<file path="src/rtl/cglvg_pkg.sv">
// cglvg_pkg: shared constants, register indexes and control structs of the
// capture gain limiter and voice gate. No dependencies; every other rtl file
// but cglvg_ram uses it through scoped names.
package cglvg_pkg;

    // curve memory defaults and word widths
    localparam int CURVE_DEPTH = 32768;
    localparam int CURVE_W     = 12;

    // sample path widths
    localparam int SAMPLE_W = 16;
    localparam int GAIN_W   = 15;
    localparam int MAG_W    = 18;
    localparam int OPEN_W   = 14;
    localparam int CLOSE_W  = 13;
    localparam int HOLD_W   = 8;
    localparam int COUNT_W  = 11;
    localparam int ENERGY_W = 41;

    // limiter and gate constants
    localparam int KNEE       = 30000;
    localparam int SPAN       = 2600;
    localparam int SPEAK_PEAK = 500;
    localparam int COUNT_MAX  = 2047;
    localparam int POS_MAX    = 32767;
    localparam int NEG_MAX    = 32768;

    // configuration port
    localparam int CFG_IDX_W  = 3;
    localparam int CFG_DATA_W = 15;

    localparam logic [CFG_IDX_W-1:0] REG_GAIN        = 3'd0;
    localparam logic [CFG_IDX_W-1:0] REG_GATE_ENABLE = 3'd1;
    localparam logic [CFG_IDX_W-1:0] REG_OPEN_LEVEL  = 3'd2;
    localparam logic [CFG_IDX_W-1:0] REG_CLOSE_LEVEL = 3'd3;
    localparam logic [CFG_IDX_W-1:0] REG_HOLD_FRAMES = 3'd4;
    localparam logic [CFG_IDX_W-1:0] REG_TX_ENABLE   = 3'd5;

    localparam logic [GAIN_W-1:0]  RST_GAIN        = 15'd5530;
    localparam logic               RST_GATE_ENABLE = 1'b0;
    localparam logic [OPEN_W-1:0]  RST_OPEN_LEVEL  = 14'd655;
    localparam logic [CLOSE_W-1:0] RST_CLOSE_LEVEL = 13'd426;
    localparam logic [HOLD_W-1:0]  RST_HOLD_FRAMES = 8'd14;
    localparam logic               RST_TX_ENABLE   = 1'b1;

    // exp(-1/2600) in unsigned q52, alternating series with truncated terms
    localparam logic [63:0] Q52_UNITY    = 64'd1 << 52;
    localparam logic [63:0] RATIO_TERM_1 = Q52_UNITY / 64'(SPAN * 1);
    localparam logic [63:0] RATIO_TERM_2 = RATIO_TERM_1 / 64'(SPAN * 2);
    localparam logic [63:0] RATIO_TERM_3 = RATIO_TERM_2 / 64'(SPAN * 3);
    localparam logic [63:0] RATIO_TERM_4 = RATIO_TERM_3 / 64'(SPAN * 4);
    localparam logic [63:0] RATIO_TERM_5 = RATIO_TERM_4 / 64'(SPAN * 5);
    localparam logic [63:0] RATIO_TERM_6 = RATIO_TERM_5 / 64'(SPAN * 6);
    localparam logic [63:0] RATIO_TERM_7 = RATIO_TERM_6 / 64'(SPAN * 7);
    localparam logic [63:0] RATIO_TERM_8 = RATIO_TERM_7 / 64'(SPAN * 8);

    localparam logic [63:0] CURVE_RATIO = Q52_UNITY - RATIO_TERM_1 + RATIO_TERM_2
                                        - RATIO_TERM_3 + RATIO_TERM_4 - RATIO_TERM_5
                                        + RATIO_TERM_6 - RATIO_TERM_7 + RATIO_TERM_8;

    // controller to datapath
    typedef struct packed {
        logic accept;
        logic look;
        logic mag;
        logic square;
        logic acc;
        logic emit_sample;
        logic thr;
        logic decide;
    } cglvg_cmd_t;

    // datapath and curve filler to controller
    typedef struct packed {
        logic fill_done;
        logic frame_last;
        logic out_free;
    } cglvg_stat_t;

endpackage

</file>
<file path="src/rtl/cglvg_ctrl.sv">
// cglvg_ctrl: sequencer for one capture word at a time, issues datapath
// commands. Depends on cglvg_pkg.
module cglvg_ctrl (
    input  logic                   clk,
    input  logic                   rst_n,
    input  logic                   in_valid,
    output logic                   in_ready,
    input  cglvg_pkg::cglvg_stat_t stat,
    output cglvg_pkg::cglvg_cmd_t  cmd
);

    localparam logic [2:0] ST_FILL = 3'd0;
    localparam logic [2:0] ST_IDLE = 3'd1;
    localparam logic [2:0] ST_LOOK = 3'd2;
    localparam logic [2:0] ST_MAG  = 3'd3;
    localparam logic [2:0] ST_SQ   = 3'd4;
    localparam logic [2:0] ST_ACC  = 3'd5;
    localparam logic [2:0] ST_THR  = 3'd6;
    localparam logic [2:0] ST_DEC  = 3'd7;

    logic [2:0] state_reg, state_next;

    always_comb
    begin
        state_next = state_reg;
        cmd        = '0;
        in_ready   = 1'b0;
        case (state_reg)
            ST_FILL:
                if (stat.fill_done)
                    state_next = ST_IDLE;
            ST_IDLE:
            begin
                in_ready   = 1'b1;
                cmd.accept = in_valid;
                if (in_valid)
                    state_next = ST_LOOK;
            end
            ST_LOOK:
            begin
                cmd.look   = 1'b1;
                state_next = ST_MAG;
            end
            ST_MAG:
            begin
                cmd.mag    = 1'b1;
                state_next = ST_SQ;
            end
            ST_SQ:
            begin
                cmd.square = 1'b1;
                state_next = ST_ACC;
            end
            ST_ACC:
                if (stat.frame_last)
                begin
                    cmd.acc    = 1'b1;
                    state_next = ST_THR;
                end
                else if (stat.out_free)
                begin
                    cmd.acc         = 1'b1;
                    cmd.emit_sample = 1'b1;
                    state_next      = ST_IDLE;
                end
            ST_THR:
            begin
                cmd.thr    = 1'b1;
                state_next = ST_DEC;
            end
            ST_DEC:
                if (stat.out_free)
                begin
                    cmd.decide = 1'b1;
                    state_next = ST_IDLE;
                end
            default:
                state_next = ST_FILL;
        endcase
    end

    always_ff @(posedge clk or negedge rst_n)
    begin
        if (!rst_n)
            state_reg <= ST_FILL;
        else
            state_reg <= state_next;
    end

endmodule

</file>
<file path="config.mk">
export PLATFORM = sky130hd
export DESIGN_NAME = cglvg_ctrl
export DESIGN_NICKNAME = d
export VERILOG_FILES = /design/src/rtl/cglvg_pkg.sv /design/src/rtl/cglvg_ctrl.sv
export SDC_FILE = /design/constraint.sdc
export NUM_CORES = 1
export LEC_CHECK = 0
export ABC_AREA = 1
export BUFFER_PORTS_ARGS = -buffer_cell sky130_fd_sc_hd__buf_2
export CORE_AREA = 2 2 39 41
export CTS_BUF_LIST = sky130_fd_sc_hd__clkbuf_4 sky130_fd_sc_hd__clkbuf_8
export DETAILED_ROUTE_END_ITERATION = 10
export DIE_AREA = 0 0 41 43
export HOLD_SLACK_MARGIN = 0.06
export SETUP_SLACK_MARGIN = 0.3
export SYNTH_ARGS = -nofsm -noshare
export SYNTH_HDL_FRONTEND = slang
export SYNTH_SLANG_ARGS = --single-unit
</file>
<file path="constraint.sdc">
create_clock -name clk -period 3 [get_ports clk]
set_input_delay 0.15 -clock clk [delete_from_list [all_inputs] [get_ports clk]]
set_output_delay 0.15 -clock clk [all_outputs]
set_load 0.005 [all_outputs]
</file>
==> metrics.txt <==
# TYPE chip_impl_metric gauge
chip_impl_info{name="synthDominantAreaCellType",value="dfrtp_1"} 1
chip_impl_metric{name="synth.yosys.seq_area_share",unit="%"} 27.0
chip_impl_metric{name="post-route-period-util",unit="%"} 43.1
chip_impl_info{name="crit_path_start_kind",value="register"} 1
chip_impl_metric{name="port_buffers",unit=""} 14
chip_impl_metric{name="firstDrtPassIters",unit=""} 4
chip_impl_metric{name="synth_cell_types",unit=""} 20
chip_impl_metric{name="rows",unit=""} 14
chip_impl_metric{name="finClkSkew",unit="ns"} 0.00571
chip_impl_metric{name="synth.ff_latch_count",unit=""} 3
chip_impl_metric{name="worst_ir_drop_vdd",unit="mV"} 0.236
chip_impl_metric{name="power_density",unit="nW/um2"} 974
chip_impl_info{name="worstHoldPathType",value="primary input to register"} 1
chip_impl_metric{name="grt_pass1_vias",unit=""} 270
chip_impl_metric{name="fin_crit",unit="ns"} 1.29
chip_impl_info{name="setup.worst_path.end_class",value="primary output"} 1
chip_impl_info{name="cts_tree",value="done"} 1
chip_impl_metric{name="grt_pass1_wl",unit="um"} 1030
chip_impl_metric{name="synth_fp_nets",unit=""} 46
chip_impl_metric{name="detail_route.wl_per_cell",unit="um"} 8.37
chip_impl_metric{name="detailroute.via_count",unit=""} 314
chip_impl_metric{name="synthesis.yosys.warnings",unit=""} 0
chip_impl_metric{name="dieWidth",unit="um"} 41
chip_impl_metric{name="tightestPinTransition",unit="ns"} 0.213
chip_impl_metric{name="postRouteWirelength",unit="um"} 628
chip_impl_info{name="worst-setup-path-type",value="register to primary output"} 1
chip_impl_info{name="yosys-top-cells-area",value="dfrtp_1 27%, nor2_1 8.1%, nor2_2 6.8%"} 1
chip_impl_metric{name="areaGrowthSynthToFinish",unit="%"} 46.8
chip_impl_metric{name="worst_ep_arrival_time",unit="ns"} 1.14
chip_impl_metric{name="static-leakage-power",unit="nW"} 0.231
chip_impl_metric{name="drt_iter0_markers",unit=""} 6
chip_impl_metric{name="globalRoute.totalOverflow",unit=""} 0
chip_impl_metric{name="required",unit="ns"} 2.85
chip_impl_metric{name="timing_hold_violations_final",unit=""} 0
chip_impl_metric{name="nets",unit=""} 66
chip_impl_metric{name="worst_skew_pair.late_latency",unit="ns"} 0.23
chip_impl_metric{name="post_dp_cell_area",unit="um2"} 368
chip_impl_metric{name="max_cap_viol_count",unit=""} 0
chip_impl_metric{name="mappedNetlistArea",unit="um2"} 278
chip_impl_metric{name="floorplan.die.height",unit="um"} 43
chip_impl_metric{name="ioPinCount",unit=""} 15
chip_impl_metric{name="layout_cell_share_with_drive_strength_beyond_1",unit="%"} 52.5
chip_impl_metric{name="maximum_number_of_pins_on_one_net_before_global_route_repair",unit=""} 9
chip_impl_info{name="hold_start",value="stat[2]"} 1
chip_impl_metric{name="cts_max_path_buffers",unit=""} 2
chip_impl_metric{name="fin_area",unit="um2"} 408
chip_impl_metric{name="ant_nets",unit=""} 0
chip_impl_metric{name="synth_area_per_cell",unit="um2"} 6.94
chip_impl_metric{name="worst_hold_path.num_cells",unit=""} 3
chip_impl_info{name="cts_root_buf",value="clkbuf_4"} 1
chip_impl_metric{name="finalMaxSlewViolations",unit=""} 0
chip_impl_metric{name="clock_sinks",unit=""} 3
chip_impl_metric{name="detail_route.drc_violations",unit=""} 0
chip_impl_info{name="critical_path.reg2reg.startpoint",value="state_reg[2]"} 1
chip_impl_metric{name="h-tree-depth",unit=""} 1
chip_impl_metric{name="yosys.area.top_type_share",unit="%"} 27.0
chip_impl_metric{name="numCtsBuffers",unit=""} 3
chip_impl_metric{name="post_drt_via_cell_ratio",unit=""} 4.19
chip_impl_metric{name="r2r_depth",unit=""} 6
chip_impl_metric{name="fillers",unit=""} 161
chip_impl_metric{name="r2r_setup_slack",unit="ns"} 1.94
chip_impl_metric{name="gr-usage-all-layers",unit="%"} 8.85
chip_impl_info{name="crit-reg2reg-capture",value="state_reg[1]"} 1
chip_impl_metric{name="fin_setup_tns",unit="ns"} 0
chip_impl_metric{name="timing.critical_path.fanout_max",unit=""} 5
chip_impl_info{name="run_status",value="completed"} 1
chip_impl_metric{name="final-setup-viol-count",unit=""} 0
chip_impl_metric{name="design.core.area",unit="um2"} 1380
chip_impl_metric{name="slew_headroom",unit="%"} 85.8
chip_impl_metric{name="die_area",unit="um2"} 1760
chip_impl_metric{name="mapped_cells",unit=""} 40
chip_impl_metric{name="fmaxAchievable",unit="MHz"} 774
chip_impl_info{name="setup_repair_after_global_routing_missed_its_margin",value="false"} 1
chip_impl_metric{name="finalWeightedCongestion",unit=""} 0.707
chip_impl_metric{name="cts.clk_slew.worst_paths",unit="ns"} 0.04
chip_impl_metric{name="dp.final_hpwl",unit="um"} 529
chip_impl_metric{name="num_antenna_cells",unit=""} 0
chip_impl_metric{name="floorplan.initialDensity",unit="%"} 20.1
chip_impl_info{name="min_delay_worst_endpoint",value="state_reg[1]"} 1
chip_impl_metric{name="largest_register_ffs",unit=""} 3
chip_impl_metric{name="antenna_found_initial",unit=""} 0
==> power breakdown <==
| part | total, mW | internal [mW] | switching (mW) | leakage [nW] |
|---|---|---|---|---|
| clock | 0.0786 | 0.0588 | 0.0198 | 0.0184 |
| sequential | 0.0925 | 0.0618 | 0.0307 | 0.0363 |
| combinational | 0.226 | 0.0891 | 0.137 | 0.176 |
| total | 0.397 | 0.210 | 0.188 | 0.231 |
==> synthesized netlist by cell type <==
library cell,count
nor2_4,1
inv_4,1
dfrtp_1,3
a21oi_1,2
clkinv_2,1
nor3_1,2
nand3_1,3
nand2_4,1
nand3_2,1
nand2_1,4
inv_1,4
o21ai_1,1
nor3_2,1
o21ai_2,1
nor2_2,3
nand2_2,2
o211ai_1,1
nor2_1,6
inv_2,1
o21ai_0,1
==> kinds of logic after synthesis <==
family | count (synthesis) | share of synthesized area (%)
simple gates | 24 | 49.1
buf+inv | 7 | 10.8
flops | 3 | 27.0
compound gates | 6 | 13.1
==> timing repair <==
action                    4_1_cts  5_1_grt
hold endpoints to repair        3        0
buffers inserted                0        0
hold buffers                    1        0
gates resized for setup         0        0
==> area by class of cell <==
type	count	area, um2	area share [%]
flip-flops and latches	3	75.1	18.4
repair buffers	15	80.1	19.6
well taps	16	20.0	4.91
inverters	7	30.0	7.36
clock buffers	4	30.0	7.36
multi-input cells	30	173	42.3
==> through the flow <==
step | hold WS, ns | worst slack (ns) | utilization [%] | power (mW) | instances
after global routing | 0.224 | 1.61 | 29.5 | 0.436 | 75
after CTS | 0.219 | 1.71 | 29.5 | 0.402 | 75
after floorplan | -0.146 | 2.02 | - | 0.253 | 40
after detailed placement | -0.0516 | 1.95 | 26.6 | 0.321 | 70
after global placement | -0.0529 | 1.96 | 26.6 | 0.318 | 70
final | 0.215 | 1.71 | 29.5 | 0.397 | 75
==> how the worst max path moves through the flow <==
| stage | startpoint | end | cells after the start |
|---|---|---|---|
| 2_1_floorplan | state_reg[1] | state_reg[1] | 6 |
| 6_report | state_reg[2] | cmd[3] | 5 |
| 4_1_cts | state_reg[2] | cmd[3] | 5 |
| 3_3_place_gp | state_reg[2] | state_reg[1] | 6 |
| 5_1_grt | state_reg[2] | cmd[3] | 5 |
| 3_5_place_dp | state_reg[2] | state_reg[1] | 6 |
==> layer usage <==
layer | vias up | part of all wire, % | global-route usage [%]
met5 | - | 0 | 0
met4 | 0 | 0.64 | 6.00
met3 | 2 | 7.5 | 3.14
met2 | 10 | 47 | 12.8
met1 | 135 | 45 | 10.4
li1 | 167 | - | -
==> cell usage in the layout (no fill, tap or decap), types with 2 or more instances in the layout <==
cell type and n:
nand2_1 4, nand3_1 3, clkbuf_4 4, inv_1 4
a21oi_1 2, nor2_1 6, dfrtp_1 3, nand2_2 2
nor2_2 3, buf_2 14, nor3_1 2
==> critical path, stage by stage (launching register included) <==
cell and delay, ns:
dfrtp_1 0.44, nand2_2 0.09, clkinv_2 0.08, nand2_4 0.06, a21oi_1 0.11, buf_2 0.12
Power figures use the tool's default switching activity.
