==> src/rtl/cglvg_pkg.sv <==
// cglvg_pkg: shared constants, register indexes and control structs of the
// capture gain limiter and voice gate. No dependencies; every other rtl file
// but cglvg_ram uses it through scoped names.
package cglvg_pkg;

    // curve memory defaults and word widths
    localparam int CURVE_DEPTH = 32768;
    localparam int CURVE_W     = 12;

    // sample path widths
    localparam int SAMPLE_W = 16;
    localparam int GAIN_W   = 15;
    localparam int MAG_W    = 18;
    localparam int OPEN_W   = 14;
    localparam int CLOSE_W  = 13;
    localparam int HOLD_W   = 8;
    localparam int COUNT_W  = 11;
    localparam int ENERGY_W = 41;

    // limiter and gate constants
    localparam int KNEE       = 30000;
    localparam int SPAN       = 2600;
    localparam int SPEAK_PEAK = 500;
    localparam int COUNT_MAX  = 2047;
    localparam int POS_MAX    = 32767;
    localparam int NEG_MAX    = 32768;

    // configuration port
    localparam int CFG_IDX_W  = 3;
    localparam int CFG_DATA_W = 15;

    localparam logic [CFG_IDX_W-1:0] REG_GAIN        = 3'd0;
    localparam logic [CFG_IDX_W-1:0] REG_GATE_ENABLE = 3'd1;
    localparam logic [CFG_IDX_W-1:0] REG_OPEN_LEVEL  = 3'd2;
    localparam logic [CFG_IDX_W-1:0] REG_CLOSE_LEVEL = 3'd3;
    localparam logic [CFG_IDX_W-1:0] REG_HOLD_FRAMES = 3'd4;
    localparam logic [CFG_IDX_W-1:0] REG_TX_ENABLE   = 3'd5;

    localparam logic [GAIN_W-1:0]  RST_GAIN        = 15'd5530;
    localparam logic               RST_GATE_ENABLE = 1'b0;
    localparam logic [OPEN_W-1:0]  RST_OPEN_LEVEL  = 14'd655;
    localparam logic [CLOSE_W-1:0] RST_CLOSE_LEVEL = 13'd426;
    localparam logic [HOLD_W-1:0]  RST_HOLD_FRAMES = 8'd14;
    localparam logic               RST_TX_ENABLE   = 1'b1;

    // exp(-1/2600) in unsigned q52, alternating series with truncated terms
    localparam logic [63:0] Q52_UNITY    = 64'd1 << 52;
    localparam logic [63:0] RATIO_TERM_1 = Q52_UNITY / 64'(SPAN * 1);
    localparam logic [63:0] RATIO_TERM_2 = RATIO_TERM_1 / 64'(SPAN * 2);
    localparam logic [63:0] RATIO_TERM_3 = RATIO_TERM_2 / 64'(SPAN * 3);
    localparam logic [63:0] RATIO_TERM_4 = RATIO_TERM_3 / 64'(SPAN * 4);
    localparam logic [63:0] RATIO_TERM_5 = RATIO_TERM_4 / 64'(SPAN * 5);
    localparam logic [63:0] RATIO_TERM_6 = RATIO_TERM_5 / 64'(SPAN * 6);
    localparam logic [63:0] RATIO_TERM_7 = RATIO_TERM_6 / 64'(SPAN * 7);
    localparam logic [63:0] RATIO_TERM_8 = RATIO_TERM_7 / 64'(SPAN * 8);

    localparam logic [63:0] CURVE_RATIO = Q52_UNITY - RATIO_TERM_1 + RATIO_TERM_2
                                        - RATIO_TERM_3 + RATIO_TERM_4 - RATIO_TERM_5
                                        + RATIO_TERM_6 - RATIO_TERM_7 + RATIO_TERM_8;

    // controller to datapath
    typedef struct packed {
        logic accept;
        logic look;
        logic mag;
        logic square;
        logic acc;
        logic emit_sample;
        logic thr;
        logic decide;
    } cglvg_cmd_t;

    // datapath and curve filler to controller
    typedef struct packed {
        logic fill_done;
        logic frame_last;
        logic out_free;
    } cglvg_stat_t;

endpackage

==> src/rtl/cglvg_curve_fill.sv <==
// cglvg_curve_fill: after reset builds the soft limiter curve into the ram,
// one q52 decay step per entry on a shared 27x26 multiplier. Depends on cglvg_pkg.
module cglvg_curve_fill #(
    parameter int CURVE_DEPTH = cglvg_pkg::CURVE_DEPTH,
    localparam int AW         = $clog2(CURVE_DEPTH)
) (
    input  logic                          clk,
    input  logic                          rst_n,
    output logic                          wr_en,
    output logic [AW-1:0]                 wr_addr,
    output logic [cglvg_pkg::CURVE_W-1:0] wr_data,
    output logic                          done
);

    localparam logic [2:0] PH_ZERO  = 3'd0;
    localparam logic [2:0] PH_LL    = 3'd1;
    localparam logic [2:0] PH_HL    = 3'd2;
    localparam logic [2:0] PH_LH    = 3'd3;
    localparam logic [2:0] PH_HH    = 3'd4;
    localparam logic [2:0] PH_SUM   = 3'd5;
    localparam logic [2:0] PH_WRITE = 3'd6;
    localparam logic [2:0] PH_DONE  = 3'd7;

    localparam logic [25:0] R_HI = cglvg_pkg::CURVE_RATIO[51:26];
    localparam logic [25:0] R_LO = cglvg_pkg::CURVE_RATIO[25:0];
    localparam logic [52:0] Q52_ONE = 53'd1 << 52;

    logic [2:0]    phase_reg, phase_next;
    logic [AW-1:0] idx_reg, idx_next;
    logic [52:0]   p_reg, p_next;
    logic [52:0]   prod_reg, prod_next;
    logic [54:0]   mid_reg, mid_next;
    logic          done_reg, done_next;

    logic [26:0] a_op;
    logic [25:0] b_op;
    logic [52:0] mul_out;
    logic [52:0] q;
    logic [63:0] scaled;

    // operand select for the four partial products
    always_comb
    begin
        case (phase_reg)
            PH_LL:   begin a_op = {1'b0, p_reg[25:0]}; b_op = R_LO; end
            PH_HL:   begin a_op = p_reg[52:26];        b_op = R_LO; end
            PH_LH:   begin a_op = {1'b0, p_reg[25:0]}; b_op = R_HI; end
            default: begin a_op = p_reg[52:26];        b_op = R_HI; end
        endcase
    end

    assign mul_out = a_op * b_op;

    // entry = round(2600 * (1 - p)), 2600 = 2^11 + 2^9 + 2^5 + 2^3
    assign q      = Q52_ONE - p_reg;
    assign scaled = (64'(q) << 11) + (64'(q) << 9) + (64'(q) << 5) + (64'(q) << 3)
                  + (64'd1 << 51);

    always_comb
    begin
        phase_next = phase_reg;
        idx_next   = idx_reg;
        p_next     = p_reg;
        prod_next  = prod_reg;
        mid_next   = mid_reg;
        done_next  = done_reg;
        wr_en      = 1'b0;
        wr_addr    = idx_reg;
        wr_data    = scaled[63:52];
        case (phase_reg)
            PH_ZERO:
            begin
                wr_en      = 1'b1;
                wr_data    = '0;
                idx_next   = AW'(1);
                p_next     = Q52_ONE;
                phase_next = PH_LL;
            end
            PH_LL:
            begin
                prod_next  = mul_out;
                phase_next = PH_HL;
            end
            PH_HL:
            begin
                mid_next   = 55'(prod_reg[52:26]);
                prod_next  = mul_out;
                phase_next = PH_LH;
            end
            PH_LH:
            begin
                mid_next   = mid_reg + 55'(prod_reg);
                prod_next  = mul_out;
                phase_next = PH_HH;
            end
            PH_HH:
            begin
                mid_next   = mid_reg + 55'(prod_reg);
                prod_next  = mul_out;
                phase_next = PH_SUM;
            end
            PH_SUM:
            begin
                p_next     = prod_reg + 53'(mid_reg[54:26]);
                phase_next = PH_WRITE;
            end
            PH_WRITE:
            begin
                wr_en = 1'b1;
                if (idx_reg == AW'(CURVE_DEPTH - 1))
                begin
                    done_next  = 1'b1;
                    phase_next = PH_DONE;
                end
                else
                begin
                    idx_next   = idx_reg + AW'(1);
                    phase_next = PH_LL;
                end
            end
            default: ;
        endcase
    end

    always_ff @(posedge clk or negedge rst_n)
    begin
        if (!rst_n)
        begin
            phase_reg <= PH_ZERO;
            idx_reg   <= '0;
            done_reg  <= 1'b0;
        end
        else
        begin
            phase_reg <= phase_next;
            idx_reg   <= idx_next;
            done_reg  <= done_next;
        end
    end

    always_ff @(posedge clk)
    begin
        p_reg    <= p_next;
        prod_reg <= prod_next;
        mid_reg  <= mid_next;
    end

    assign done = done_reg;

endmodule

==> config.mk <==
export PLATFORM = sky130hd
export DESIGN_NAME = cglvg_curve_fill
export DESIGN_NICKNAME = d
export VERILOG_FILES = /design/src/rtl/cglvg_pkg.sv /design/src/rtl/cglvg_curve_fill.sv
export SDC_FILE = /design/constraint.sdc
export NUM_CORES = 2
export LEC_CHECK = 0
export ABC_AREA = 1
export BUFFER_PORTS_ARGS = -buffer_cell sky130_fd_sc_hd__buf_2
export CAP_MARGIN = 20
export CORE_ASPECT_RATIO = 0.8
export CORE_MARGIN = 5
export CORE_UTILIZATION = 65
export DETAILED_ROUTE_END_ITERATION = 10
export GPL_TIMING_DRIVEN = 0
export PLACE_DENSITY = 0.79
export SETUP_SLACK_MARGIN = 0.3
export SYNTH_ARGS = -nofsm -noshare
export SYNTH_HDL_FRONTEND = slang
export SYNTH_SLANG_ARGS = --single-unit
==> constraint.sdc <==
create_clock -name clk -period 19.99 [get_ports clk]
set_clock_uncertainty 0.2 [all_clocks]
set_input_delay 4.9975 -clock clk [delete_from_list [all_inputs] [get_ports clk]]
set_output_delay 4.9975 -clock clk [all_outputs]
set_load 0.02 [all_outputs]
==> summary.md <==
| Metric | Value |
|---|---|
| Synth top area share | 0.2628 |
| Share of layout cells above drive strength 1 | 0.03135 |
| Grt ovf | 0 |
| Sw Share | 0.2968 |
| Hold slack | about 0.32 ns |
| Synth top area cells | fa_1 (26%), ha_1 (15%), edfxtp_1 (12%), inv_1 (11%), nand2_1 (11%) |
| PwrDens | 22.62 mW/mm^2 |
| Gpl congestion | 1.115 |
| Clk pwr share | 0.396 |
| Unique masters post-synth | between 50 and 60 |
| Area Growth Syn to Fin | 5.075% |
| Root Driver | clkbuf_16 |
| P_leak | 21.42 nW |
| Max-capacitance violation count | 0 |
| CP required | 14.79 ns |
| Drt first pass iters | 8 |
| Initial antenna violation count | 1 |
| ANT nets after route | 0 |
| Fmax | a little under 0.09 GHz |
| Die area | 0.06614 mm^2 |
| Clock Path Buffers | 2 |
| FP Rows | 81 |
| Vias | approximately 36k |
| Die Wd | about 290 um |
| Post-DR wirelength/cell | roughly 22 um |
| Area leader, netlist | fa_1 |
| IO buf count | 30 |
| Crit path max-delay family | simple AND/OR/NAND/NOR gates |
| Final hold violations | 0 |
| Multi-input logic area | about 0.030 mm^2 |
| Worst skew pair latency | about 0.46 ns |
| Crit Path Class | flip-flop to output pin |
| # IOs | 31 |
| Global-route wire length before repair | 204900 um |
| Dpl hpwl | between 100000 and 150000 um |
| CP Launch Type | flip-flop |
| Max FFs per register | 55 |
| Ys async rst share | 0.1056 |
| Largest net degree at the start of global routing | 45 |
| Critical Path End Type | output pin |
| Part of the power in combinational logic | 0.169 |
| Worst-path clk slew | 0.08 ns |
| TritonCTS buffer count | 17 |
| Residual DRC | 0 |
| GRT Total Usage | 0.4083 |
| H-tree level count | 4 |
| EDFF count, synth | roughly 160 |
| Power consumption | about 0.94 mW |
| Avg Cell Area, Syn | 7.500 um^2 |
| Vias/cell | ~5.8 |
| Die Height | between 200 and 250 um |
| Status | finished, final reports clean |
| Worst Hold Class | flip-flop to flip-flop |
| Resize count post-CTS | 0 |
| #FFs+latches synth | 180 |
| Vias in the first global route | approximately 35k |
| CTS tree | done |
| Initial Util | 0.6527 |
| Final Critical Period | around 11 ns |
| Postcts setup bufs | 0 |
| CTS Hold Bufs | 0 |
| Setup TNS | 0 ns |
| Routed WL | about 130000 um |
| Core region area | roughly 0.06 mm^2 |
| Mapped Cells | approximately 5.3k |
| Register area share after synthesis | 0.1338 |
| RSZ-0062 raised after global routing | false |
| Ys Warns | 0 |
| Final Net Count | 6386 |
| Synth cell count leaders | inv_1 (1143), nand2_1 (1138), nor2_1 (581) |
| Psw | between 0.2 and 0.3 mW |
| VDD IR-drop max | about 66 uV |
| Commonest register cell after synthesis | edfxtp_1 |
| Period utilization | 0.5709 |
| Worst Path Buf+Inv | 4 |
| Fill cell count | ~5.3k |
| Syn Std Cell Area | slightly below 0.04 mm^2 |
| Register area | 0.005310 mm^2 |
| DRT iter0 DRCs | about 4.2k |
| Least-Margin Pin Slew | roughly 1.2 ns |
| Worst Path Arrival | a little over 6 ns |
| Int Pwr | around 0.66 mW |
| Most frequent cell after synthesis | inv_1 |
| Critical-path maximum fanout | 7 |
| Antenna Cells | 0 |
| Slew Limit Fails | 0 |
| Slowest cell on crit path | xor2_1 |
| Reg power frac | 0.435 |
| CTS Sinks | 180 |
| CP peak stage delay | ~0.56 ns |
| Slew headroom | 0.2099 |
| Final setup violation count | 0 |
[cells in the final DEF (no fill, tap or decap), types with 13 or more instances in the layout]
cell type / synthesis / final
a21oi_1: 308 / 308
buf_2: 7 / 39
clkbuf_1: 59 / 59
clkbuf_16: 0 / 17
conb_1: 2 / 28
dfrtp_1: 19 / 19
edfxtp_1: 161 / 161
fa_1: 521 / 521
ha_1: 486 / 486
inv_1: 1143 / 1143
inv_2: 13 / 13
nand2_1: 1138 / 1135
nand3_1: 205 / 205
nand4_1: 47 / 47
nor2_1: 581 / 580
nor3_1: 62 / 62
nor4_1: 20 / 20
o21a_1: 13 / 13
o21ai_0: 222 / 222
o21ai_2: 16 / 17
o21bai_1: 26 / 26
or2_2: 14 / 14
xnor2_1: 25 / 25
xor2_1: 83 / 83
[final cells by class]
class / instances / area share
flip-flops and latches: 180 / 0.1273
multi-input cells: 3905 / 0.7151
inverters: 1160 / 0.1045
plain buffers: 73 / 0.007500
clock buffers: 17 / 0.01020
repair buffers: 40 / 0.006750
clock inverters: 15 / 0.005040
well taps: 788 / 0.02364
[through the flow]
step                      cell area [um^2]  instances  setup WS, ns    util
final                                41710       6178         8.578  0.6858
after CTS                            41680       6176         8.546  0.6854
after detailed placement             41040       6144         9.037  0.6749
after global placement               40920       6136         9.176  0.6730
after floorplan                      39790       5318         10.14       -
after global routing                 41710       6178         8.182  0.6858
[metal layers]
layer / track usage / part of all wire / vias to the layer above
met1: 0.5861 / 0.42 / 16779
li1: - / - / 16664
met3: 0.1638 / 0.15 / 330
met5: 0.006618 / 0.00040 / -
met2: 0.5623 / 0.39 / 2240
met4: 0.1395 / 0.045 / 4
[cells by family (layout without fill, tap and decap cells)]
| kind of cell | count (synthesis) | count (layout) | share of synthesized area |
|---|---|---|---|
| fa+ha+maj | 1007 | 1007 | 0.4160 |
| flops | 180 | 180 | 0.1338 |
| other cells | 2 | 28 | 0.0001892 |
| simple gates | 2124 | 2124 | 0.2212 |
| compound gates | 637 | 637 | 0.08694 |
| buf+inv | 1233 | 1305 | 0.1176 |
| xor+xnor | 109 | 109 | 0.02424 |
[power groups by stage]
| stage | logic (mW) | clock network (mW) | registers (mW) |
|---|---|---|---|
| 3_3_place_gp | 0.150 | 0 | 0.419 |
| 3_5_place_dp | 0.151 | 0 | 0.419 |
| 6_report | 0.159 | 0.373 | 0.411 |
| 2_1_floorplan | 0.0993 | 0 | 0.419 |
| 5_1_grt | 0.172 | 0.390 | 0.411 |
| 4_1_cts | 0.152 | 0.375 | 0.411 |
[worst register-to-register path: cells and delay by family (launching register included)]
kind                     cells  cell delay, ns
adder cells (fa/ha/maj)      8            3.90
AO/OA/AOI/OAI                6            2.09
flip-flops                   1            0.46
buffers and inverters       10            1.87
AND/OR/NAND/NOR              5            1.25
[path summary, 6_finish.rpt]
path / end / depth (start not counted) / startpoint / slack [ns]
hold / removal: done / 1 / done / 0.32
min in group asynchronous: wr_addr[6] / 1 / rst_n / 4.27
setup / recovery: wr_data[9] / 26 / p_reg[0] / 8.58
max in group asynchronous: phase_reg[1] / 1 / rst_n / 15.00
hold reg to reg: done / 1 / done / 0.32
setup reg to reg: prod_reg[52] / 29 / phase_reg[2] / 9.97
No activity file was read; power rests on OpenSTA's default activity.
