## src/rtl/cglvg_pkg.sv

```systemverilog
// cglvg_pkg: shared constants, register indexes and control structs of the
// capture gain limiter and voice gate. No dependencies; every other rtl file
// but cglvg_ram uses it through scoped names.
package cglvg_pkg;

    // curve memory defaults and word widths
    localparam int CURVE_DEPTH = 32768;
    localparam int CURVE_W     = 12;

    // sample path widths
    localparam int SAMPLE_W = 16;
    localparam int GAIN_W   = 15;
    localparam int MAG_W    = 18;
    localparam int OPEN_W   = 14;
    localparam int CLOSE_W  = 13;
    localparam int HOLD_W   = 8;
    localparam int COUNT_W  = 11;
    localparam int ENERGY_W = 41;

    // limiter and gate constants
    localparam int KNEE       = 30000;
    localparam int SPAN       = 2600;
    localparam int SPEAK_PEAK = 500;
    localparam int COUNT_MAX  = 2047;
    localparam int POS_MAX    = 32767;
    localparam int NEG_MAX    = 32768;

    // configuration port
    localparam int CFG_IDX_W  = 3;
    localparam int CFG_DATA_W = 15;

    localparam logic [CFG_IDX_W-1:0] REG_GAIN        = 3'd0;
    localparam logic [CFG_IDX_W-1:0] REG_GATE_ENABLE = 3'd1;
    localparam logic [CFG_IDX_W-1:0] REG_OPEN_LEVEL  = 3'd2;
    localparam logic [CFG_IDX_W-1:0] REG_CLOSE_LEVEL = 3'd3;
    localparam logic [CFG_IDX_W-1:0] REG_HOLD_FRAMES = 3'd4;
    localparam logic [CFG_IDX_W-1:0] REG_TX_ENABLE   = 3'd5;

    localparam logic [GAIN_W-1:0]  RST_GAIN        = 15'd5530;
    localparam logic               RST_GATE_ENABLE = 1'b0;
    localparam logic [OPEN_W-1:0]  RST_OPEN_LEVEL  = 14'd655;
    localparam logic [CLOSE_W-1:0] RST_CLOSE_LEVEL = 13'd426;
    localparam logic [HOLD_W-1:0]  RST_HOLD_FRAMES = 8'd14;
    localparam logic               RST_TX_ENABLE   = 1'b1;

    // exp(-1/2600) in unsigned q52, alternating series with truncated terms
    localparam logic [63:0] Q52_UNITY    = 64'd1 << 52;
    localparam logic [63:0] RATIO_TERM_1 = Q52_UNITY / 64'(SPAN * 1);
    localparam logic [63:0] RATIO_TERM_2 = RATIO_TERM_1 / 64'(SPAN * 2);
    localparam logic [63:0] RATIO_TERM_3 = RATIO_TERM_2 / 64'(SPAN * 3);
    localparam logic [63:0] RATIO_TERM_4 = RATIO_TERM_3 / 64'(SPAN * 4);
    localparam logic [63:0] RATIO_TERM_5 = RATIO_TERM_4 / 64'(SPAN * 5);
    localparam logic [63:0] RATIO_TERM_6 = RATIO_TERM_5 / 64'(SPAN * 6);
    localparam logic [63:0] RATIO_TERM_7 = RATIO_TERM_6 / 64'(SPAN * 7);
    localparam logic [63:0] RATIO_TERM_8 = RATIO_TERM_7 / 64'(SPAN * 8);

    localparam logic [63:0] CURVE_RATIO = Q52_UNITY - RATIO_TERM_1 + RATIO_TERM_2
                                        - RATIO_TERM_3 + RATIO_TERM_4 - RATIO_TERM_5
                                        + RATIO_TERM_6 - RATIO_TERM_7 + RATIO_TERM_8;

    // controller to datapath
    typedef struct packed {
        logic accept;
        logic look;
        logic mag;
        logic square;
        logic acc;
        logic emit_sample;
        logic thr;
        logic decide;
    } cglvg_cmd_t;

    // datapath and curve filler to controller
    typedef struct packed {
        logic fill_done;
        logic frame_last;
        logic out_free;
    } cglvg_stat_t;

endpackage

```

## src/rtl/cglvg_datapath.sv

```systemverilog
// cglvg_datapath: configuration registers, gain and limiter path, frame
// accumulators, gate decision and output register. Depends on cglvg_pkg.
module cglvg_datapath #(
    parameter int CURVE_DEPTH = cglvg_pkg::CURVE_DEPTH,
    localparam int AW         = $clog2(CURVE_DEPTH)
) (
    input  logic                                  clk,
    input  logic                                  rst_n,
    input  cglvg_pkg::cglvg_cmd_t                 cmd,
    output logic                                  frame_last_q,
    output logic                                  out_free,
    input  logic signed [cglvg_pkg::SAMPLE_W-1:0] in_sample,
    input  logic                                  frame_last,
    input  logic                                  cfg_write,
    input  logic [cglvg_pkg::CFG_IDX_W-1:0]       cfg_index,
    input  logic [cglvg_pkg::CFG_DATA_W-1:0]      cfg_data,
    output logic                                  rd_en,
    output logic [AW-1:0]                         rd_addr,
    input  logic [cglvg_pkg::CURVE_W-1:0]         rd_data,
    output logic                                  out_valid,
    input  logic                                  out_ready,
    output logic signed [cglvg_pkg::SAMPLE_W-1:0] out_sample,
    output logic                                  frame_done,
    output logic [cglvg_pkg::SAMPLE_W-1:0]        frame_peak,
    output logic                                  gate_open,
    output logic                                  transmit,
    output logic                                  speaking
);

    localparam int SW  = cglvg_pkg::SAMPLE_W;
    localparam int MW  = cglvg_pkg::MAG_W;
    localparam int CW  = cglvg_pkg::COUNT_W;
    localparam int EW  = cglvg_pkg::ENERGY_W;
    localparam int HW  = cglvg_pkg::HOLD_W;
    localparam int OW  = cglvg_pkg::OPEN_W;
    localparam int LW  = cglvg_pkg::CLOSE_W;

    // configuration
    logic [cglvg_pkg::GAIN_W-1:0] gain_reg;
    logic                         gate_en_reg;
    logic [OW-1:0]                open_reg;
    logic [LW-1:0]                close_reg;
    logic [HW-1:0]                hold_frames_reg;
    logic                         tx_en_reg;

    // per-word payload
    logic            neg_reg;
    logic            last_reg;
    logic [MW-1:0]   m_reg;
    logic [SW-1:0]   res_reg;
    logic [31:0]     sq_reg;
    logic [2*OW-1:0] ol2_reg;
    logic [2*LW-1:0] cl2_reg;
    logic [2*OW+CW-1:0] thr_open_reg;
    logic [2*LW+CW-1:0] thr_close_reg;

    // frame state
    logic [SW-1:0] peak_reg;
    logic [EW-1:0] energy_reg;
    logic [CW-1:0] count_reg;
    logic          gate_reg, gate_next;
    logic [HW-1:0] hold_reg, hold_next;

    // output register
    logic          out_valid_reg;
    logic [SW-1:0] out_sample_reg;
    logic          out_done_reg;
    logic [SW-1:0] out_peak_reg;
    logic          out_gate_reg;
    logic          out_tx_reg;
    logic          out_speak_reg;

    logic [SW:0]   amag;
    logic [31:0]   gained;
    logic [MW-1:0] excess;
    logic          over_knee;
    logic [SW-1:0] lim;
    logic [SW-1:0] res_val;
    logic [SW-1:0] signed_res;
    logic [HW-1:0] hold_dec;
    logic          above_open;
    logic          below_close;
    logic          active;
    logic          tx;

    // configuration writes
    always_ff @(posedge clk or negedge rst_n)
    begin
        if (!rst_n)
        begin
            gain_reg        <= cglvg_pkg::RST_GAIN;
            gate_en_reg     <= cglvg_pkg::RST_GATE_ENABLE;
            open_reg        <= cglvg_pkg::RST_OPEN_LEVEL;
            close_reg       <= cglvg_pkg::RST_CLOSE_LEVEL;
            hold_frames_reg <= cglvg_pkg::RST_HOLD_FRAMES;
            tx_en_reg       <= cglvg_pkg::RST_TX_ENABLE;
        end
        else if (cfg_write)
        begin
            case (cfg_index)
                cglvg_pkg::REG_GAIN:        gain_reg        <= cfg_data;
                cglvg_pkg::REG_GATE_ENABLE: gate_en_reg     <= cfg_data[0];
                cglvg_pkg::REG_OPEN_LEVEL:  open_reg        <= cfg_data[OW-1:0];
                cglvg_pkg::REG_CLOSE_LEVEL: close_reg       <= cfg_data[LW-1:0];
                cglvg_pkg::REG_HOLD_FRAMES: hold_frames_reg <= cfg_data[HW-1:0];
                cglvg_pkg::REG_TX_ENABLE:   tx_en_reg       <= cfg_data[0];
                default: ;
            endcase
        end
    end

    // gain and round half away from zero on the magnitude
    assign amag   = in_sample[SW-1] ? (SW+1)'(-$signed({in_sample[SW-1], in_sample}))
                                    : {1'b0, in_sample};
    assign gained = 32'(amag) * 32'(gain_reg) + 32'd2048;

    // curve lookup address, saturated at the last entry
    assign over_knee = m_reg > MW'(cglvg_pkg::KNEE);
    assign excess    = m_reg - MW'(cglvg_pkg::KNEE);
    assign rd_en     = cmd.look;
    assign rd_addr   = ({1'b0, excess} >= (MW+1)'(CURVE_DEPTH)) ? AW'(CURVE_DEPTH - 1)
                                                               : excess[AW-1:0];

    // limiter and clamp
    always_comb
    begin
        lim = over_knee ? SW'(cglvg_pkg::KNEE) + SW'(rd_data) : m_reg[SW-1:0];
        if (!neg_reg && lim > SW'(cglvg_pkg::POS_MAX))
            res_val = SW'(cglvg_pkg::POS_MAX);
        else if (lim > SW'(cglvg_pkg::NEG_MAX))
            res_val = SW'(cglvg_pkg::NEG_MAX);
        else
            res_val = lim;
    end

    assign signed_res = neg_reg ? SW'(-res_reg) : res_reg;

    // gate decision at frame end
    assign hold_dec    = (hold_reg != '0) ? hold_reg - HW'(1) : hold_reg;
    assign above_open  = energy_reg >= EW'(thr_open_reg);
    assign below_close = energy_reg < EW'(thr_close_reg);

    always_comb
    begin
        gate_next = gate_reg;
        hold_next = hold_dec;
        if (gate_en_reg)
        begin
            if (above_open)
            begin
                gate_next = 1'b1;
                hold_next = hold_frames_reg;
            end
            else if (gate_reg && below_close && hold_dec == '0)
                gate_next = 1'b0;
            active = gate_next;
        end
        else
        begin
            gate_next = 1'b0;
            active    = 1'b1;
        end
    end

    assign tx = tx_en_reg && active;

    // word payload pipeline
    always_ff @(posedge clk)
    begin
        if (cmd.accept)
        begin
            neg_reg  <= in_sample[SW-1];
            last_reg <= frame_last;
            m_reg    <= gained[MW+11:12];
        end
        if (cmd.mag)
            res_reg <= res_val;
        if (cmd.square)
        begin
            sq_reg  <= res_reg * res_reg;
            ol2_reg <= open_reg * open_reg;
            cl2_reg <= close_reg * close_reg;
        end
        if (cmd.thr)
        begin
            thr_open_reg  <= ol2_reg * count_reg;
            thr_close_reg <= cl2_reg * count_reg;
        end
    end

    // frame accumulators and gate state
    always_ff @(posedge clk or negedge rst_n)
    begin
        if (!rst_n)
        begin
            peak_reg   <= '0;
            energy_reg <= '0;
            count_reg  <= '0;
            gate_reg   <= 1'b0;
            hold_reg   <= '0;
        end
        else if (cmd.acc)
        begin
            if (res_reg > peak_reg)
                peak_reg <= res_reg;
            if (count_reg < CW'(cglvg_pkg::COUNT_MAX))
            begin
                energy_reg <= energy_reg + EW'(sq_reg);
                count_reg  <= count_reg + CW'(1);
            end
        end
        else if (cmd.decide)
        begin
            gate_reg   <= gate_next;
            hold_reg   <= hold_next;
            peak_reg   <= '0;
            energy_reg <= '0;
            count_reg  <= '0;
        end
    end

    // output word register
    assign out_free = !out_valid_reg || out_ready;

    always_ff @(posedge clk or negedge rst_n)
    begin
        if (!rst_n)
            out_valid_reg <= 1'b0;
        else if (cmd.emit_sample || cmd.decide)
            out_valid_reg <= 1'b1;
        else if (out_ready)
            out_valid_reg <= 1'b0;
    end

    always_ff @(posedge clk)
    begin
        if (cmd.emit_sample)
        begin
            out_sample_reg <= signed_res;
            out_done_reg   <= 1'b0;
            out_peak_reg   <= '0;
            out_gate_reg   <= 1'b0;
            out_tx_reg     <= 1'b0;
            out_speak_reg  <= 1'b0;
        end
        else if (cmd.decide)
        begin
            out_sample_reg <= signed_res;
            out_done_reg   <= 1'b1;
            out_peak_reg   <= peak_reg;
            out_gate_reg   <= gate_next;
            out_tx_reg     <= tx;
            out_speak_reg  <= tx && (peak_reg > SW'(cglvg_pkg::SPEAK_PEAK));
        end
    end

    assign frame_last_q = last_reg;
    assign out_valid    = out_valid_reg;
    assign out_sample   = $signed(out_sample_reg);
    assign frame_done   = out_done_reg;
    assign frame_peak   = out_peak_reg;
    assign gate_open    = out_gate_reg;
    assign transmit     = out_tx_reg;
    assign speaking     = out_speak_reg;

endmodule

```

## config.mk

```make
export PLATFORM = sky130hd
export DESIGN_NAME = cglvg_datapath
export DESIGN_NICKNAME = d
export VERILOG_FILES = /design/src/rtl/cglvg_pkg.sv /design/src/rtl/cglvg_datapath.sv
export SDC_FILE = /design/constraint.sdc
export NUM_CORES = 2
export LEC_CHECK = 0
export ABC_AREA = 1
export BUFFER_PORTS_ARGS = -buffer_cell sky130_fd_sc_hd__buf_2
export CORE_UTILIZATION = 50
export DETAILED_ROUTE_END_ITERATION = 10
export GPL_TIMING_DRIVEN = 0
export PLACE_DENSITY = 0.76
export SYNTH_ARGS = -nofsm -noshare
export SYNTH_HDL_FRONTEND = slang
export SYNTH_SLANG_ARGS = --single-unit
```

## constraint.sdc

```tcl
create_clock -name clk -period 10.35 [get_ports clk]
set_clock_uncertainty 0.2 [all_clocks]
set_input_delay 0 -clock clk [delete_from_list [all_inputs] [get_ports clk]]
set_output_delay 0 -clock clk [all_outputs]
set_load 0.02 [all_outputs]
```

==> results.py <==
metrics = {
    "outcome": {
        "status": "complete, no violations",
    },
    "sta": {
        "finalHoldViolCount": 0,
        "slew_headroom_pct": 13.36,
        "period_minus_slack_ns": 7.249,
        "max_freq_ghz": 0.1379,
        "setup_total_negative_slack_ns": 0,
        "tightestPinTransition_ns": 1.295,
        "setup_viol": 0,
        "fin_crit_sh_pct": 70.04,
        "drv_slew": 0,
        "rsz0062_at_grt": "no",
        "setup_slack_ns": 3.101,
    },
    "critical_path": {
        "crit_slowest_cell": "fa_1",
        "path_max_fanout": 10,
        "endpoint_kind": "flop",
        "cp_common_cell": "fa_1",
        "cpLargestDelayFamily": "adder cells",
        "criticalPathCategory": "input pin to flop",
        "cp.required_ns": 10.53,
        "cp.arrival_ns": 7.43,
        "cpPeakStageDelay_ns": 0.56,
        "crit_buf_inv": 8,
        "start_kind": "input pin",
    },
    "logic_synthesis": {
        "synth-edff-count": 211,
        "ys.flop_type": "edfxtp_1",
        "yosys_warnings": 0,
        "ys_ff_latch": 361,
        "netlist_area_um2": 62680,
        "synth_top_area_share_pct": 32.10,
        "netlist_instances": 7741,
        "synth_cell_types": 58,
        "synthTopCellsByCount": "nand2_1 (1893), inv_1 (1876), fa_1 (1005), ha_1 (636), nor2_1 (439)",
        "yosysTopAreaCell": "fa_1",
        "synth.avg_cell_area_um2": 8.097,
        "seq_area_frac_synth_pct": 15.98,
        "yosysMostFrequentCell": "nand2_1",
        "ys_top_cells_by_area": "fa_1 (32%), ha_1 (13%), nand2_1 (11%)",
        "async_flop_share_pct": 36.01,
    },
    "die": {
        "die_w_um": 356.1,
        "dieArea_um2": 126800,
        "start_util_pct": 50.56,
        "core_um2": 124000,
        "dieHeight_um": 356.1,
        "io_pins": 114,
        "rows": 129,
    },
    "detailed_routing": {
        "drc": 0,
        "dr.pass1.iters": 6,
        "via_per_inst": 5.354,
        "wl_per_cell_um": 18.52,
        "drt-met1-wl_um": 72040,
        "route.met3.wl_um": 16280,
        "ant_nets": 0,
        "vias": 51760,
        "wl_met2_um": 81790,
        "drt_iter0_markers": 4253,
        "dr.max_layer_used": "met5",
        "wl_um": 179000,
    },
    "clocking": {
        "clock_sinks": 361,
        "cts_tree": "yes",
        "post_cts_buffers": 0,
        "htreeDepth": 2,
        "clockBufferDepth": 3,
        "clockRootBuffer": "clkbuf_16",
        "cts_buffers": 45,
        "clk_pin_slew_ns": 0.06,
        "clock_latency_ns": 0.63,
    },
    "cells_and_area": {
        "layout-drive-gt1-share_pct": 3.437,
        "fillerInstances": 11220,
        "fin_nets": 9693,
        "largest_reg_flops": 41,
        "multi_input_area_um2": 44690,
        "instances_no_fill": 9668,
        "ff_latch_area_um2": 10020,
        "area_growth_pct": 8.101,
        "fin_area_um2": 67750,
    },
    "global_route": {
        "grt_pass1_vias": 53130,
        "antenna_found_initial": 1,
        "grt_start_max_net_pins": 77,
        "gr-usage-all-layers_pct": 28.70,
        "grt_pass1_wl_um": 284000,
        "grt_overflow": 0,
    },
    "place": {
        "dpl_cell_area_um2": 65420,
        "io_buffer_count": 111,
        "gp_congestion": 1.003,
        "place_ws_ns": 2.565,
        "post-place-cells": 9510,
        "hpwl_um": 148400,
    },
    "min_path": {
        "hp-class": "input pin to flop",
    },
    "flow_run": {
        "cap_violations": 0,
    },
}
[metal layers]
| layer | GRT usage, % | vias up |
|---|---|---|
| met3 | 5.434 | 494 |
| met5 | 0 | - |
| met4 | 12.94 | 2 |
| li1 | - | 23820 |
| met1 | 37.30 | 25180 |
| met2 | 46.51 | 2268 |
[through the flow]
| step | hold slack [ns] | utilization (%) |
|---|---|---|
| floorplan | -0.4956 | - |
| global placement | -0.02404 | 52.72 |
| detailed placement | -0.1303 | 52.77 |
| CTS | 0.01413 | 54.66 |
| global route | 0.03695 | 54.66 |
| finish | 0.01577 | 54.66 |
[placed cells by master (no fill, tap or decap), types with 15 or more instances in the layout]
cell and instances:
dlygate4sd3_1 72, a21oi_1 293, inv_1 1876, or2_2 17, nand2_1 1893, nor3_1 58
clkbuf_16 47, xor2_1 141, o21ai_0 244, conb_1 21, fa_1 1005, clkbuf_1 189
dfxtp_1 20, ha_1 636, o21a_1 15, a31oi_1 37, edfxtp_1 211, nor2_1 439
xnor2_1 66, nand3_1 187, dfstp_2 22, buf_1 33, a21o_1 33, o22ai_1 17
o21bai_1 44, dfrtp_1 108, nand4_1 36, buf_2 124
[kinds of logic (layout without fill, tap and decap cells)]
family | after synthesis | after routing | synth area share (%)
and+or+nand+nor | 2682 | 2682 | 17.05
buffers and inverters | 2125 | 2395 | 12.82
adders and majority gates | 1641 | 1641 | 44.80
AOI/OAI and AO/OA | 722 | 722 | 6.426
DFF | 361 | 361 | 15.98
xor gates and xnor gates | 207 | 207 | 2.893
other | 2 | 22 | 0.01198
muxes | 1 | 1 | 0.01797
[worst min-delay path: cells and delay by family]
| kind | cells | cell delay [ns] |
|---|---|---|
| AO/OA/AOI/OAI | 1 | 0.09 |
| AND/OR/NAND/NOR | 5 | 0.56 |
| buffers and inverters | 1 | 0.09 |
[path summary, 6_finish.rpt]
kind,depth (start not counted),endpoint,startpoint,slack (ns)
min in group asynchronous,3,close_reg[3],rst_n,0.43
max in group asynchronous,4,open_reg[9],rst_n,9.02
worst min register to register,2,transmit,transmit,0.26
worst max-delay path,29,m_reg[13],in_sample[0],3.10
worst max register to register,23,sq_reg[25],res_reg[8],3.22
worst min-delay path,7,m_reg[17],in_sample[14],0.02
[what timing repair did]
action                    4_1_cts  5_1_grt
hold endpoints to repair      413        0
resized for setup               0        0
hold buffers                   73        0
[area by class of cell]
| type | count | area share (%) |
|---|---|---|
| flip-flops and latches | 361 | 14.78 |
| well taps | 1637 | 3.023 |
| repair buffers | 186 | 2.022 |
| clock inverters | 32 | 0.5466 |
| plain buffers | 242 | 1.431 |
| diodes | 1 | 0.003693 |
| multi-input cells | 5274 | 65.96 |
| clock buffers | 52 | 1.793 |
| inverters | 1883 | 10.43 |
Power is left out: the tool's default activity adds up to more than one toggle a clock period on the data nets, which glitch-free logic cannot reach.
